===== config.mk =====
export PLATFORM = sky130hd
export DESIGN_NAME = weighted_contiguous_task_partitioner_core
export DESIGN_NICKNAME = d
export VERILOG_FILES = /design/src/rtl/core/wctp_pkg.sv /design/src/rtl/core/wctp_datapath.sv /design/src/rtl/core/wctp_ctrl.sv /design/src/rtl/core/weighted_contiguous_task_partitioner_core.sv
export SDC_FILE = /design/constraint.sdc
export NUM_CORES = 2
export LEC_CHECK = 0
export BUFFER_PORTS_ARGS = -buffer_cell sky130_fd_sc_hd__buf_2
export CAP_MARGIN = 30
export CORE_MARGIN = 3
export CORE_UTILIZATION = 47
export DETAILED_ROUTE_END_ITERATION = 8
export PLACE_DENSITY_LB_ADDON = 0.05
export SETUP_SLACK_MARGIN = 0.15
export SYNTH_ARGS = -nofsm -noshare
export SYNTH_HDL_FRONTEND = slang
export SYNTH_SLANG_ARGS = --single-unit
export TNS_END_PERCENT = 50

===== constraint.sdc =====
create_clock -name clk -period 19.89 [get_ports clk]
set_input_delay 1.989 -clock clk [delete_from_list [all_inputs] [get_ports clk]]
set_output_delay 1.989 -clock clk [all_outputs]
set_load 0.05 [all_outputs]

===== src/rtl/core/wctp_pkg.sv =====
// Shared types and constants for the weighted contiguous task partitioner.
// Used by wctp_ctrl, wctp_datapath and the core top level; no dependencies.
package wctp_pkg;

    // Sizing
    localparam int MAX_TASKS  = 64;
    localparam int MAX_NODES  = 64;
    localparam int ADDR_W     = $clog2(MAX_TASKS);
    localparam int CNT_W      = $clog2(MAX_TASKS + 1);

    // Field and datapath widths
    localparam int COST_W     = 16;
    localparam int TOTAL_W    = 22;
    localparam int MASK_W     = 64;
    localparam int NCOUNT_W   = 7;
    localparam int AVAIL_W    = 7;
    localparam int SCALED_W   = TOTAL_W + AVAIL_W;
    localparam int TIDX_W     = 6;
    localparam int NIDX_W     = 6;
    localparam int CHUNK_W    = 3;
    localparam int CFG_IDX_W  = 2;
    localparam int CFG_DATA_W = 64;

    // Configuration register indexes
    localparam logic [CFG_IDX_W-1:0] REG_NODE_MASK  = 2'd0;
    localparam logic [CFG_IDX_W-1:0] REG_NODE_COUNT = 2'd1;

    // Reset values of the configuration registers
    localparam logic [MASK_W-1:0]   NODE_MASK_RST  = {MASK_W{1'b1}};
    localparam logic [NCOUNT_W-1:0] NODE_COUNT_RST = NCOUNT_W'(MAX_NODES);

    // Input transaction payload
    typedef struct packed {
        logic [COST_W-1:0] task_cost;
        logic              last_task;
    } in_t;

    // Output transaction payload
    typedef struct packed {
        logic [TIDX_W-1:0] task_index;
        logic [NIDX_W-1:0] node_index;
        logic              last_result;
    } out_t;

    // Controller to datapath commands
    typedef struct packed {
        logic load;        // store incoming cost, add to total
        logic scan_clear;  // start the mask scan
        logic scan_step;   // scan one byte of the node mask
        logic walk_init;   // start the walk, read task 0
        logic decide;      // compare against the current goal
        logic seek_step;   // search one byte for the next enabled node
        logic advance;     // move to the next task, read it
        logic run_done;    // clear count and total
    } cmd_t;

    // Datapath to controller status
    typedef struct packed {
        logic scan_last;
        logic passed;
        logic seek_hit;
        logic seek_miss;
        logic final_task;
    } status_t;

endpackage


===== src/rtl/core/wctp_datapath.sv =====
// Datapath of the partitioner: cost memory, totals, mask scan, goal compare.
// Depends on wctp_pkg; driven by wctp_ctrl through cmd_t and status_t.
module wctp_datapath
    import wctp_pkg::*;
(
    input  logic                  clk,
    input  logic                  rst_n,
    input  cmd_t                  cmd,
    output status_t               status,
    input  in_t                   in_data,
    input  logic                  cfg_we,
    input  logic [CFG_IDX_W-1:0]  cfg_index,
    input  logic [CFG_DATA_W-1:0] cfg_data,
    output out_t                  out_data
);

    // Number of set bits in a byte
    function automatic logic [3:0] pop8(input logic [7:0] b);
        logic [3:0] s;
        s = '0;
        for (int j = 0; j < 8; j++) begin
            s = s + 4'(b[j]);
        end
        return s;
    endfunction

    // Position of the lowest set bit in a byte (0 if none)
    function automatic logic [2:0] low8(input logic [7:0] b);
        logic [2:0] p;
        p = '0;
        for (int j = 7; j >= 0; j--) begin
            if (b[j]) begin
                p = 3'(j);
            end
        end
        return p;
    endfunction

    // Configuration and run control state
    logic [MASK_W-1:0]   node_mask_reg,    node_mask_next;
    logic [NCOUNT_W-1:0] node_count_reg,   node_count_next;
    logic [CNT_W-1:0]    tasks_loaded_reg, tasks_loaded_next;
    logic [TOTAL_W-1:0]  cost_total_reg,   cost_total_next;

    // Walk state
    logic [CHUNK_W-1:0]  scan_chunk_reg, scan_chunk_next;
    logic [CHUNK_W-1:0]  seek_chunk_reg, seek_chunk_next;
    logic                found_reg,      found_next;
    logic [AVAIL_W-1:0]  avail_reg,      avail_next;
    logic [NIDX_W-1:0]   cur_reg,        cur_next;
    logic [SCALED_W-1:0] goal_reg,       goal_next;
    logic [SCALED_W-1:0] run_reg,        run_next;
    logic [ADDR_W-1:0]   t_reg,          t_next;

    // Cost memory
    logic [COST_W-1:0]   cost_mem [MAX_TASKS];
    logic [COST_W-1:0]   rd_cost_reg;
    logic                rd_en;
    logic [ADDR_W-1:0]   rd_addr;
    logic                store_full;

    logic [NCOUNT_W-1:0] n_used;
    logic [MASK_W-1:0]   used_mask;
    logic [7:0]          scan_byte;
    logic [7:0]          seek_byte;
    logic [7:0]          seek_keep;
    logic [AVAIL_W-1:0]  avail_sum;
    logic [SCALED_W-1:0] cost_prod;
    logic [SCALED_W-1:0] next_scaled;

    // Clamp the node count and mask off unused nodes
    always_comb
    begin
        if (node_count_reg == '0) begin
            n_used = NCOUNT_W'(1);
        end else if (node_count_reg > NCOUNT_W'(MAX_NODES)) begin
            n_used = NCOUNT_W'(MAX_NODES);
        end else begin
            n_used = node_count_reg;
        end
        for (int i = 0; i < MASK_W; i++) begin
            used_mask[i] = node_mask_reg[i] && (NCOUNT_W'(i) < n_used);
        end
    end

    // Mask bytes for the scan and the seek; seek skips nodes at or below cur
    assign scan_byte = used_mask[{scan_chunk_reg, 3'b000} +: 8];
    assign seek_byte = used_mask[{seek_chunk_reg, 3'b000} +: 8];
    always_comb
    begin
        for (int j = 0; j < 8; j++) begin
            seek_keep[j] = seek_byte[j] &&
                ((seek_chunk_reg != cur_reg[NIDX_W-1:3]) || (3'(j) > cur_reg[2:0]));
        end
    end

    assign avail_sum   = avail_reg + AVAIL_W'(pop8(scan_byte));
    assign cost_prod   = SCALED_W'(rd_cost_reg) * SCALED_W'(avail_reg);
    assign next_scaled = run_reg + cost_prod;
    assign store_full  = (tasks_loaded_reg == CNT_W'(MAX_TASKS));

    // Status back to the controller
    assign status.scan_last  = (scan_chunk_reg == '1);
    assign status.passed     = (next_scaled > goal_reg);
    assign status.seek_hit   = (seek_keep != '0);
    assign status.seek_miss  = (seek_keep == '0) && (seek_chunk_reg == '1);
    assign status.final_task = (CNT_W'(t_reg) + CNT_W'(1) == tasks_loaded_reg);

    // Next state of configuration and run control
    always_comb
    begin
        node_mask_next    = node_mask_reg;
        node_count_next   = node_count_reg;
        tasks_loaded_next = tasks_loaded_reg;
        cost_total_next   = cost_total_reg;
        if (cfg_we && cfg_index == REG_NODE_MASK) begin
            node_mask_next = cfg_data[MASK_W-1:0];
        end
        if (cfg_we && cfg_index == REG_NODE_COUNT) begin
            node_count_next = cfg_data[NCOUNT_W-1:0];
        end
        if (cmd.load && !store_full) begin
            tasks_loaded_next = tasks_loaded_reg + CNT_W'(1);
            cost_total_next   = cost_total_reg + TOTAL_W'(in_data.task_cost);
        end
        if (cmd.run_done) begin
            tasks_loaded_next = '0;
            cost_total_next   = '0;
        end
    end

    always_ff @(posedge clk or negedge rst_n)
    begin
        if (!rst_n) begin
            node_mask_reg    <= NODE_MASK_RST;
            node_count_reg   <= NODE_COUNT_RST;
            tasks_loaded_reg <= '0;
            cost_total_reg   <= '0;
        end else begin
            node_mask_reg    <= node_mask_next;
            node_count_reg   <= node_count_next;
            tasks_loaded_reg <= tasks_loaded_next;
            cost_total_reg   <= cost_total_next;
        end
    end

    // Next state of the walk
    always_comb
    begin
        scan_chunk_next = scan_chunk_reg;
        seek_chunk_next = seek_chunk_reg;
        found_next      = found_reg;
        avail_next      = avail_reg;
        cur_next        = cur_reg;
        goal_next       = goal_reg;
        run_next        = run_reg;
        t_next          = t_reg;
        if (cmd.scan_clear) begin
            scan_chunk_next = '0;
            found_next      = 1'b0;
            avail_next      = '0;
            cur_next        = '0;
        end
        if (cmd.scan_step) begin
            scan_chunk_next = scan_chunk_reg + CHUNK_W'(1);
            // an empty mask still counts as one node
            if (status.scan_last && avail_sum == '0) begin
                avail_next = AVAIL_W'(1);
            end else begin
                avail_next = avail_sum;
            end
            if (!found_reg && scan_byte != '0) begin
                found_next = 1'b1;
                cur_next   = {scan_chunk_reg, low8(scan_byte)};
            end
        end
        if (cmd.walk_init) begin
            t_next    = '0;
            run_next  = '0;
            goal_next = SCALED_W'(cost_total_reg);
        end
        if (cmd.decide) begin
            run_next        = next_scaled;
            seek_chunk_next = cur_reg[NIDX_W-1:3];
        end
        if (cmd.seek_step) begin
            if (status.seek_hit) begin
                cur_next  = {seek_chunk_reg, low8(seek_keep)};
                goal_next = goal_reg + SCALED_W'(cost_total_reg);
            end else begin
                seek_chunk_next = seek_chunk_reg + CHUNK_W'(1);
            end
        end
        if (cmd.advance) begin
            t_next = t_reg + ADDR_W'(1);
        end
    end

    always_ff @(posedge clk)
    begin
        scan_chunk_reg <= scan_chunk_next;
        seek_chunk_reg <= seek_chunk_next;
        found_reg      <= found_next;
        avail_reg      <= avail_next;
        cur_reg        <= cur_next;
        goal_reg       <= goal_next;
        run_reg        <= run_next;
        t_reg          <= t_next;
    end

    // Cost memory: write while loading, registered read during the walk
    assign rd_en   = cmd.walk_init || cmd.advance;
    assign rd_addr = cmd.walk_init ? '0 : t_reg + ADDR_W'(1);

    always_ff @(posedge clk)
    begin
        if (cmd.load && !store_full) begin
            cost_mem[tasks_loaded_reg[ADDR_W-1:0]] <= in_data.task_cost;
        end
        if (rd_en) begin
            rd_cost_reg <= cost_mem[rd_addr];
        end
    end

    // Result payload
    assign out_data.task_index  = TIDX_W'(t_reg);
    assign out_data.node_index  = cur_reg;
    assign out_data.last_result = status.final_task;

    // Load count never passes the store depth
    a_count_bound: assert property (@(posedge clk) disable iff (!rst_n)
        tasks_loaded_reg <= CNT_W'(MAX_TASKS))
        else $error("task count beyond store depth");

    // Goal compare always sees at least one node
    a_avail_nonzero: assert property (@(posedge clk) disable iff (!rst_n)
        cmd.decide |-> avail_reg != '0)
        else $error("enabled node count is zero during walk");

    // A node change always moves upward and raises the goal unless the cost total is zero
    a_seek_up: assert property (@(posedge clk) disable iff (!rst_n)
        cmd.seek_step && status.seek_hit |=>
            (cur_reg > $past(cur_reg)) && (goal_reg != $past(goal_reg) ||
            $past(cost_total_reg) == '0))
        else $error("node change did not move upward");

    // Walk never runs past the loaded tasks
    a_walk_bound: assert property (@(posedge clk) disable iff (!rst_n)
        cmd.advance |-> CNT_W'(t_reg) + CNT_W'(1) < tasks_loaded_reg)
        else $error("walk ran past last loaded task");

endmodule


===== src/rtl/core/wctp_ctrl.sv =====
// Controller of the partitioner: load, mask scan, and per-task walk sequencing.
// Depends on wctp_pkg; steers wctp_datapath through cmd_t and status_t.
module wctp_ctrl
    import wctp_pkg::*;
(
    input  logic    clk,
    input  logic    rst_n,
    input  logic    in_valid,
    input  logic    in_last,
    output logic    in_ready,
    output logic    out_valid,
    input  logic    out_ready,
    input  status_t status,
    output cmd_t    cmd
);

    typedef enum logic [5:0] {
        ST_LOAD   = 6'b000001,
        ST_SCAN   = 6'b000010,
        ST_FETCH  = 6'b000100,
        ST_DECIDE = 6'b001000,
        ST_SEEK   = 6'b010000,
        ST_EMIT   = 6'b100000
    } state_t;

    state_t state_reg, state_next;

    // Next state and commands
    always_comb
    begin
        state_next = state_reg;
        cmd        = '0;
        in_ready   = 1'b0;
        out_valid  = 1'b0;
        case (state_reg)
            ST_LOAD:
            begin
                in_ready = 1'b1;
                if (in_valid) begin
                    cmd.load = 1'b1;
                    if (in_last) begin
                        cmd.scan_clear = 1'b1;
                        state_next     = ST_SCAN;
                    end
                end
            end
            ST_SCAN:
            begin
                cmd.scan_step = 1'b1;
                if (status.scan_last) begin
                    state_next = ST_FETCH;
                end
            end
            ST_FETCH:
            begin
                cmd.walk_init = 1'b1;
                state_next    = ST_DECIDE;
            end
            ST_DECIDE:
            begin
                cmd.decide = 1'b1;
                state_next = status.passed ? ST_SEEK : ST_EMIT;
            end
            ST_SEEK:
            begin
                cmd.seek_step = 1'b1;
                if (status.seek_hit || status.seek_miss) begin
                    state_next = ST_EMIT;
                end
            end
            ST_EMIT:
            begin
                out_valid = 1'b1;
                if (out_ready) begin
                    if (status.final_task) begin
                        cmd.run_done = 1'b1;
                        state_next   = ST_LOAD;
                    end else begin
                        cmd.advance = 1'b1;
                        state_next  = ST_DECIDE;
                    end
                end
            end
            default:
            begin
                state_next = ST_LOAD;
            end
        endcase
    end

    always_ff @(posedge clk or negedge rst_n)
    begin
        if (!rst_n) begin
            state_reg <= ST_LOAD;
        end else begin
            state_reg <= state_next;
        end
    end

endmodule


===== src/rtl/core/weighted_contiguous_task_partitioner_core.sv =====
// Weighted contiguous task partitioner, top level. Loads task costs and then
// assigns each task in load order to an enabled node. Depends on wctp_pkg,
// wctp_ctrl and wctp_datapath.
//
// Costs are taken one per cycle while loading. The transaction with last_task
// set ends the run: a scan of the node mask (one byte per cycle) and a read of
// the first cost follow, then each task takes a goal compare, then, when the
// goal is passed, a search for the next enabled node one mask byte per cycle,
// then the result, which is held until out_ready. Inputs are not accepted
// while a run is being emitted. Up to 64 costs are held; further costs in a
// run are dropped.
module weighted_contiguous_task_partitioner_core
    import wctp_pkg::*;
(
    input  logic                  clk,
    input  logic                  rst_n,
    input  logic                  in_valid,
    output logic                  in_ready,
    input  in_t                   in_data,
    output logic                  out_valid,
    input  logic                  out_ready,
    output out_t                  out_data,
    input  logic                  cfg_we,
    input  logic [CFG_IDX_W-1:0]  cfg_index,
    input  logic [CFG_DATA_W-1:0] cfg_data
);

    cmd_t    cmd;
    status_t status;

    // Sequencing
    wctp_ctrl u_ctrl (
        .clk       (clk),
        .rst_n     (rst_n),
        .in_valid  (in_valid),
        .in_last   (in_data.last_task),
        .in_ready  (in_ready),
        .out_valid (out_valid),
        .out_ready (out_ready),
        .status    (status),
        .cmd       (cmd)
    );

    // Storage and arithmetic
    wctp_datapath u_datapath (
        .clk       (clk),
        .rst_n     (rst_n),
        .cmd       (cmd),
        .status    (status),
        .in_data   (in_data),
        .cfg_we    (cfg_we),
        .cfg_index (cfg_index),
        .cfg_data  (cfg_data),
        .out_data  (out_data)
    );

endmodule

* Word level (Yosys, flattened, before mapping)
Memories as Yosys holds them, arrays and structs flattened. A register that Yosys moved wholly into a read port is not among the register bits. Cells that the tools add are included.
Storage, ports and cells: RAM bits 1024, bits of input ports 88, word-level logic and storage cells 294, flip-flop bits (word level) 190, memories kept 1
Memory list:
- u_datapath.cost_mem | depth 64, bits a word 16, read ports 1, clocked after Yosys merged registers in 1, wr ports 1, line wctp_datapath.sv:56 | logic [COST_W-1:0] cost_mem [MAX_TASKS];
Operators by class: magnitude comparators 74, shifts and indexed selects 2, eq/ne operators 17, reduce and logical (&&, ||, !) cells 101, add/subtract/negate cells 16, mux-type cells 69, multiply operators 1
Operator list (count):
- $lt 6x7->1 const A | 32
- $mux 29 | 5
- $shiftx 64x7->8 | 2
- $lt 5x7->1 const A | 16
- $mux 6 | 14
- $logic_and 1x1->1 | 78
- $mux 3 | 21
- $lt 4x7->1 const A | 8
- $mux 7 | 7
- $mux 22 | 2
- $pmux 6 s6 | 1
- $add 29x22->29 | 1
- $add 29x23->29 | 1
- $gt 29x29->1 | 1
- $lt 3x7->1 const A | 4
- $add 4x1->4 | 6
- $mul 16x7->23 | 1
- $add 22x16->22 | 1
- $reduce_bool 8->1 | 2
- $logic_not 7->1 | 2
- $lt 1x7->1 const A | 2
- $lt 2x7->1 const A | 2
- $mux 1 | 14
- $gt 3x3->1 const A | 4
- other kinds (30) | 53

* Longest topological paths before layout
depth in word-level cells 18, mapped depth 28, gate-level depth less buffers 27

* Cells and area by module
From an unflattened synthesis, not the netlist that was laid out.
Unflattened totals: cell total of the unflattened synthesis 4337, area, all modules 58302.2 um^2
By module, submodules not included:
- wctp_datapath | seq. area each 35945.7 um^2, cells each 4289, area each 57871.8 um^2, times used 1
- wctp_ctrl | seq. area each 151.4 um^2, cells each 48, area each 430.4 um^2, times used 1

* Worst setup path before layout
Ideal clock, no wire load.
path type register to register, start register u_datapath.avail_reg[5], end register u_ctrl.state_reg[4], arrival 6.424 ns, cell stages (with the launch flop) 28, library setup time 0.121 ns, setup slack 13.345 ns, path through edfxtp_1 > clkbuf_1 > clkbuf_1 > nand2_1 > fa_1 > fa_1 > inv_1 > fa_1 > inv_1 > fa_1 > inv_1 > ha_1 > o21ai_0 > o211ai_1 > a221oi_1 > a21oi_1 > a2111oi_0 > o31ai_1 > and2_1 > xor2_1 > ha_1 > a21o_1 > a21o_1 > a21oi_1 > o21ai_0 > a311oi_1 > nor2_1 > o2bb2ai_1
On the way: longest elaborated chain between the ends 5
RTL lines:
- from (decl) | line wctp_datapath.sv:49 | logic [AVAIL_W-1:0] avail_reg, avail_next;
- from (signal assigned) | line wctp_datapath.sv:204 | avail_reg <= avail_next;
- $mul 16x7->23 | line wctp_datapath.sv:98 | assign cost_prod = SCALED_W'(rd_cost_reg) * SCALED_W'(avail_reg);
- $add 29x23->29 | line wctp_datapath.sv:99 | assign next_scaled = run_reg + cost_prod;
- net u_datapath.next_scaled[26] | line wctp_datapath.sv:69 | logic [SCALED_W-1:0] next_scaled;
- $gt 29x29->1 | line wctp_datapath.sv:104 | assign status.passed = (next_scaled > goal_reg);
- $mux 6 | line wctp_ctrl.sv:62 | state_next = status.passed ? ST_SEEK : ST_EMIT;
- $pmux 6 s6 | line wctp_ctrl.sv:35 | case (state_reg)
- to (signal assigned) | line wctp_ctrl.sv:96 | state_reg <= state_next;
- to (decl) | line wctp_ctrl.sv:26 | state_t state_reg, state_next;
The timed path passes the listed nets, and every way through them passes these cells. A chain may end at the register's enable or synchronous reset.

* Worst setup path in the final report
start register u_datapath.avail_reg[5], end register u_ctrl.state_reg[5]
The elaborated chain is that of the path after synthesis.

==> results_tabular.tex <==
\begin{tabular}{lr}
\hline
Metric & Value \\
\hline
\multicolumn{2}{l}{\textbf{Clocking}} \\
\quad Deepest clock path buffer count & 3 \\
\quad Clock root cell & clkbuf\_16 \\
\quad Number of hold-repair buffers added at the cts stage & 0 \\
\quad Num CTS Buffers & 138 \\
\quad TritonCTS sink count & 1230 \\
\quad Clock tree from TritonCTS & done \\
\quad Clock transition at the register clock pins on the worst setup and hold paths after CTS & 60 ps \\
\quad Post-CTS setup repair buffer count & 0 \\
\quad Depth of the CTS H-tree & 4 \\
\quad Worst skew pair latency & 760 ps \\
\quad Resized Gates After CTS & 0 \\
\multicolumn{2}{l}{\textbf{STA}} \\
\quad Slack of the critical path & 12520 ps \\
\quad Fraction of the cycle the final worst path needs & 37.1\% \\
\quad Total count of max-transition violations in the final report & 0 \\
\quad Hold slack final & 452 ps \\
\quad Setup violations, final & 0 \\
\quad Slew at the pin closest to its max-slew limit & 1110 ps \\
\quad Final count of hold timing violations & 0 \\
\quad Final period demand of the worst path & 7370 ps \\
\quad Final worst clock skew & 36.9 ps \\
\quad Total negative slack for setup checks & 0 ps \\
\quad Max Clk Rate & 136 MHz \\
\quad Tightest slew margin relative to the limit & 25.7\% \\
\quad Unrepaired setup endpoints after global routing & no \\
\multicolumn{2}{l}{\textbf{Cells and area}} \\
\quad Total inserted antenna cells & 0 \\
\quad Final Util & 53.3\% \\
\quad Flip-flop count of the largest register, all copies and words added & 1024 \\
\quad Number of nets in the layout & 5083 \\
\quad Layout Cell Area excl Fill & 66000 µm² \\
\quad Sequential cell area & 36100 µm² \\
\quad Count of fill cells added during filler insertion & 10600 \\
\quad Final cell count without fillers & 6512 \\
\quad Fraction of final layout cells with drive strength greater than 1 & 13.4\% \\
\quad Area added between synthesis and finish & 12.3\% \\
\quad Area taken by multi-input logic gates & 20800 µm² \\
\multicolumn{2}{l}{\textbf{Worst setup path}} \\
\quad Startpoint Class & register \\
\quad Critical Path End Type & register \\
\quad Critical path class & reg -> reg \\
\quad Origin of the worst setup path & u\_datapath.avail\_reg[5]\$\_SDFFCE\_PP0P\_ \\
\quad FF-to-FF End & u\_ctrl.state\_reg[5]\$\_DFFE\_PN0P\_ \\
\quad Crit path arrival time & 8010 ps \\
\quad FF-to-FF setup slack & 12520 ps \\
\quad Beginning of the worst register-to-register path & u\_datapath.avail\_reg[5]\$\_SDFFCE\_PP0P\_ \\
\quad Data required time of the worst path & 20520 ps \\
\quad Maximum fanout along the worst path & 21 \\
\quad Worst reg2reg path depth & 24 \\
\multicolumn{2}{l}{\textbf{Placement}} \\
\quad I/O Buffers & 102 \\
\quad Final HPWL from detailed placement & 101 mm \\
\quad Dpl cell area & 61400 µm² \\
\quad Final weighted congestion in routability-driven placement & 0.871 \\
\quad Number of cells in the design after placement & 6261 \\
\quad Setup WS pre-CTS & 12600 ps \\
\multicolumn{2}{l}{\textbf{Global routing}} \\
\quad GRT Overall Usage & 25.5\% \\
\quad Maximum number of pins on one net before global-route repair & 168 \\
\quad Vias in the first global route & 37700 \\
\quad Wire length of the first global-routing pass & 249 mm \\
\quad Initial antenna violation count & 10 \\
\quad GR Overflow Total & 0 \\
\multicolumn{2}{l}{\textbf{Route}} \\
\quad Final antenna-violating net count & 0 \\
\quad First-pass iteration count of the detailed router & 5 \\
\quad Routed len/inst & 25.6 µm \\
\quad Number of remaining DRC errors & 0 \\
\quad Final wirelength & 167 mm \\
\quad Detailed router's first-iteration violation count & 3736 \\
\quad Total number of vias & 38800 \\
\quad Vias per std cell & 5.96 \\
\multicolumn{2}{l}{\textbf{Flow run}} \\
\quad Maxcap violations & 0 \\
\multicolumn{2}{l}{\textbf{Die}} \\
\quad Effective utilization at floorplan & 47.4\% \\
\quad Area of the core region & 124000 µm² \\
\quad Die X & 359 µm \\
\quad Die Footprint & 129000 µm² \\
\quad DIE HEIGHT & 359 µm \\
\quad Cell row count & 129 \\
\quad I/O pin count & 103 \\
\multicolumn{2}{l}{\textbf{Min path}} \\
\quad Min-Delay Path Class & reg -> reg \\
\quad Worst hold path depth & 2 \\
\quad Hold path endpoint & u\_datapath.found\_reg\$\_DFF\_P\_ \\
\quad Startpoint of the most critical hold path & u\_datapath.found\_reg\$\_DFF\_P\_ \\
\multicolumn{2}{l}{\textbf{Synth}} \\
\quad Post-synthesis cell type count & 104 \\
\quad Total number of yosys warnings & 0 \\
\quad Share of synthesized area occupied by flip-flops and latches & 61.5\% \\
\quad Count of mapped cells out of synthesis & 4691 \\
\quad Synth Flop Type & edfxtp\_1 \\
\quad Share of flip-flops with an asynchronous set or reset & 8.62\% \\
\quad Mapped Avg Cell Area & 12.5 µm² \\
\quad Number of enable flip-flop cells after synthesis & 1085 \\
\quad Syn nets & 5007 \\
\quad Post-Synthesis Cell Area & 58700 µm² \\
\quad Synthesis-stage register bit count & 1230 \\
\multicolumn{2}{l}{\textbf{Status}} \\
\quad Result of the run & finished clean \\
\multicolumn{2}{l}{\textbf{Pwr}} \\
\quad IR drop worst, VDD & 0.0977 mV \\
\quad Cell Pwr Density & 104 nW/µm² \\
\quad Static power due to leakage & 23.5 nW \\
\quad Total power consumption of the routed design & 6.86 mW \\
\hline
\end{tabular}
## routing by layer
metal	track usage [%]	part of all wire [%]	vias to the layer above
li1	-	-	17800
met1	36.5	45	19600
met2	40.4	46	1209
met3	3.58	5.3	240
met4	8.25	3.0	0
met5	0	0	-
## cells by family (layout without fill, tap and decap cells)
logic type,count (synthesis),after routing,share of synthesized area (%)
AO/OA/AOI/OAI,1073,1073,13.0
XOR/XNOR,78,78,1.16
adder cells (fa/ha/maj),228,228,6.10
buffers and inverters,516,700,3.39
flip-flops,1230,1230,61.5
multiplexers,186,186,3.50
AND/OR/NAND/NOR,1380,1380,11.3
## how the worst max path moves through the flow
stage | slack, ps | endpoint | cells past startpoint
after floorplan | 13340 | u_ctrl.state_reg[4]$_DFFE_PN0P_ | 27
after global placement | 12670 | u_ctrl.state_reg[4]$_DFFE_PN0P_ | 26
after detailed placement | 12600 | u_ctrl.state_reg[5]$_DFFE_PN0P_ | 25
after CTS | 12530 | u_ctrl.state_reg[5]$_DFFE_PN0P_ | 25
after global routing | 12010 | u_ctrl.state_reg[5]$_DFFE_PN0P_ | 25
final | 12520 | u_ctrl.state_reg[5]$_DFFE_PN0P_ | 24
## Yosys cell counts (16+ instances only)
master / instances / area, µm²
a311oi_1: 57 / 499
dfrtp_1: 40 / 1000
nor2_1: 212 / 796
ha_1: 131 / 1640
nand4_1: 18 / 113
o21a_1: 18 / 135
buf_1: 22 / 82.6
xnor2_1: 37 / 324
edfxtp_1: 1085 / 32600
nor3_1: 48 / 240
o221ai_1: 46 / 403
nor2b_1: 75 / 469
buf_2: 23 / 115
o22ai_1: 75 / 469
a21o_1: 33 / 248
o211ai_1: 64 / 480
a2111oi_0: 35 / 307
mux2i_1: 105 / 1050
o21ai_0: 99 / 495
a211oi_1: 280 / 2100
inv_1: 207 / 777
and2_1: 199 / 1240
a21oi_1: 159 / 796
xor2_1: 41 / 359
a31oi_1: 77 / 482
mux2_2: 72 / 811
nand3_1: 200 / 1000
fa_1: 97 / 1940
dfstp_2: 66 / 1730
dfxtp_1: 39 / 781
nand2_1: 520 / 1950
clkbuf_1: 258 / 968
or3_1: 16 / 100
## layout make-up
cell class / count / area share, %
inverters: 209 / 1.19
well taps: 1637 / 3.11
clock buffers: 170 / 5.55
clock inverters: 78 / 1.38
flip-flops and latches: 1230 / 54.7
multi-input cells: 2945 / 31.6
repair buffers: 243 / 2.50
## worst max-delay path, cell delays in order, from the launching register on
cell       delay [ps]
edfxtp_1          770
and2_1            250
fa_1              450
fa_1              520
fa_1              540
inv_1              50
fa_1              520
inv_1              40
ha_1              320
o21ai_0           250
a211oi_1          130
a221oi_1          420
a21oi_1           260
a2111oi_0         670
o31ai_1           210
and2_1            210
xor2_1            150
ha_1              300
a21o_1            160
a21o_1            160
a21oi_1           120
o21ai_0           140
a311oi_1          280
nor2_1            150
o221ai_1          180
## where the power goes
part | internal (mW) | total (mW) | switching [mW]
Clock | 1.52 | 2.58 | 1.05
Combinational | 0.470 | 1.24 | 0.766
Sequential | 2.94 | 3.05 | 0.107
## layout by cell type (no fill, tap or decap), types with 57 or more instances in the layout
cell / synthesis / final
nand2_1: 520 / 518
a21oi_1: 159 / 158
nand3_1: 200 / 200
inv_1: 207 / 207
edfxtp_1: 1085 / 1085
buf_2: 23 / 102
o22ai_1: 75 / 75
mux2_2: 72 / 72
clkbuf_16: 0 / 141
nor2b_1: 75 / 75
o211ai_1: 64 / 64
a211oi_1: 280 / 280
and2_1: 199 / 199
a31oi_1: 77 / 77
ha_1: 131 / 131
nor2_1: 212 / 202
fa_1: 97 / 97
dfstp_2: 66 / 66
a311oi_1: 57 / 57
mux2i_1: 105 / 105
o21ai_0: 99 / 99
buf_4: 1 / 134
No activity file was read; power rests on OpenSTA's default activity.
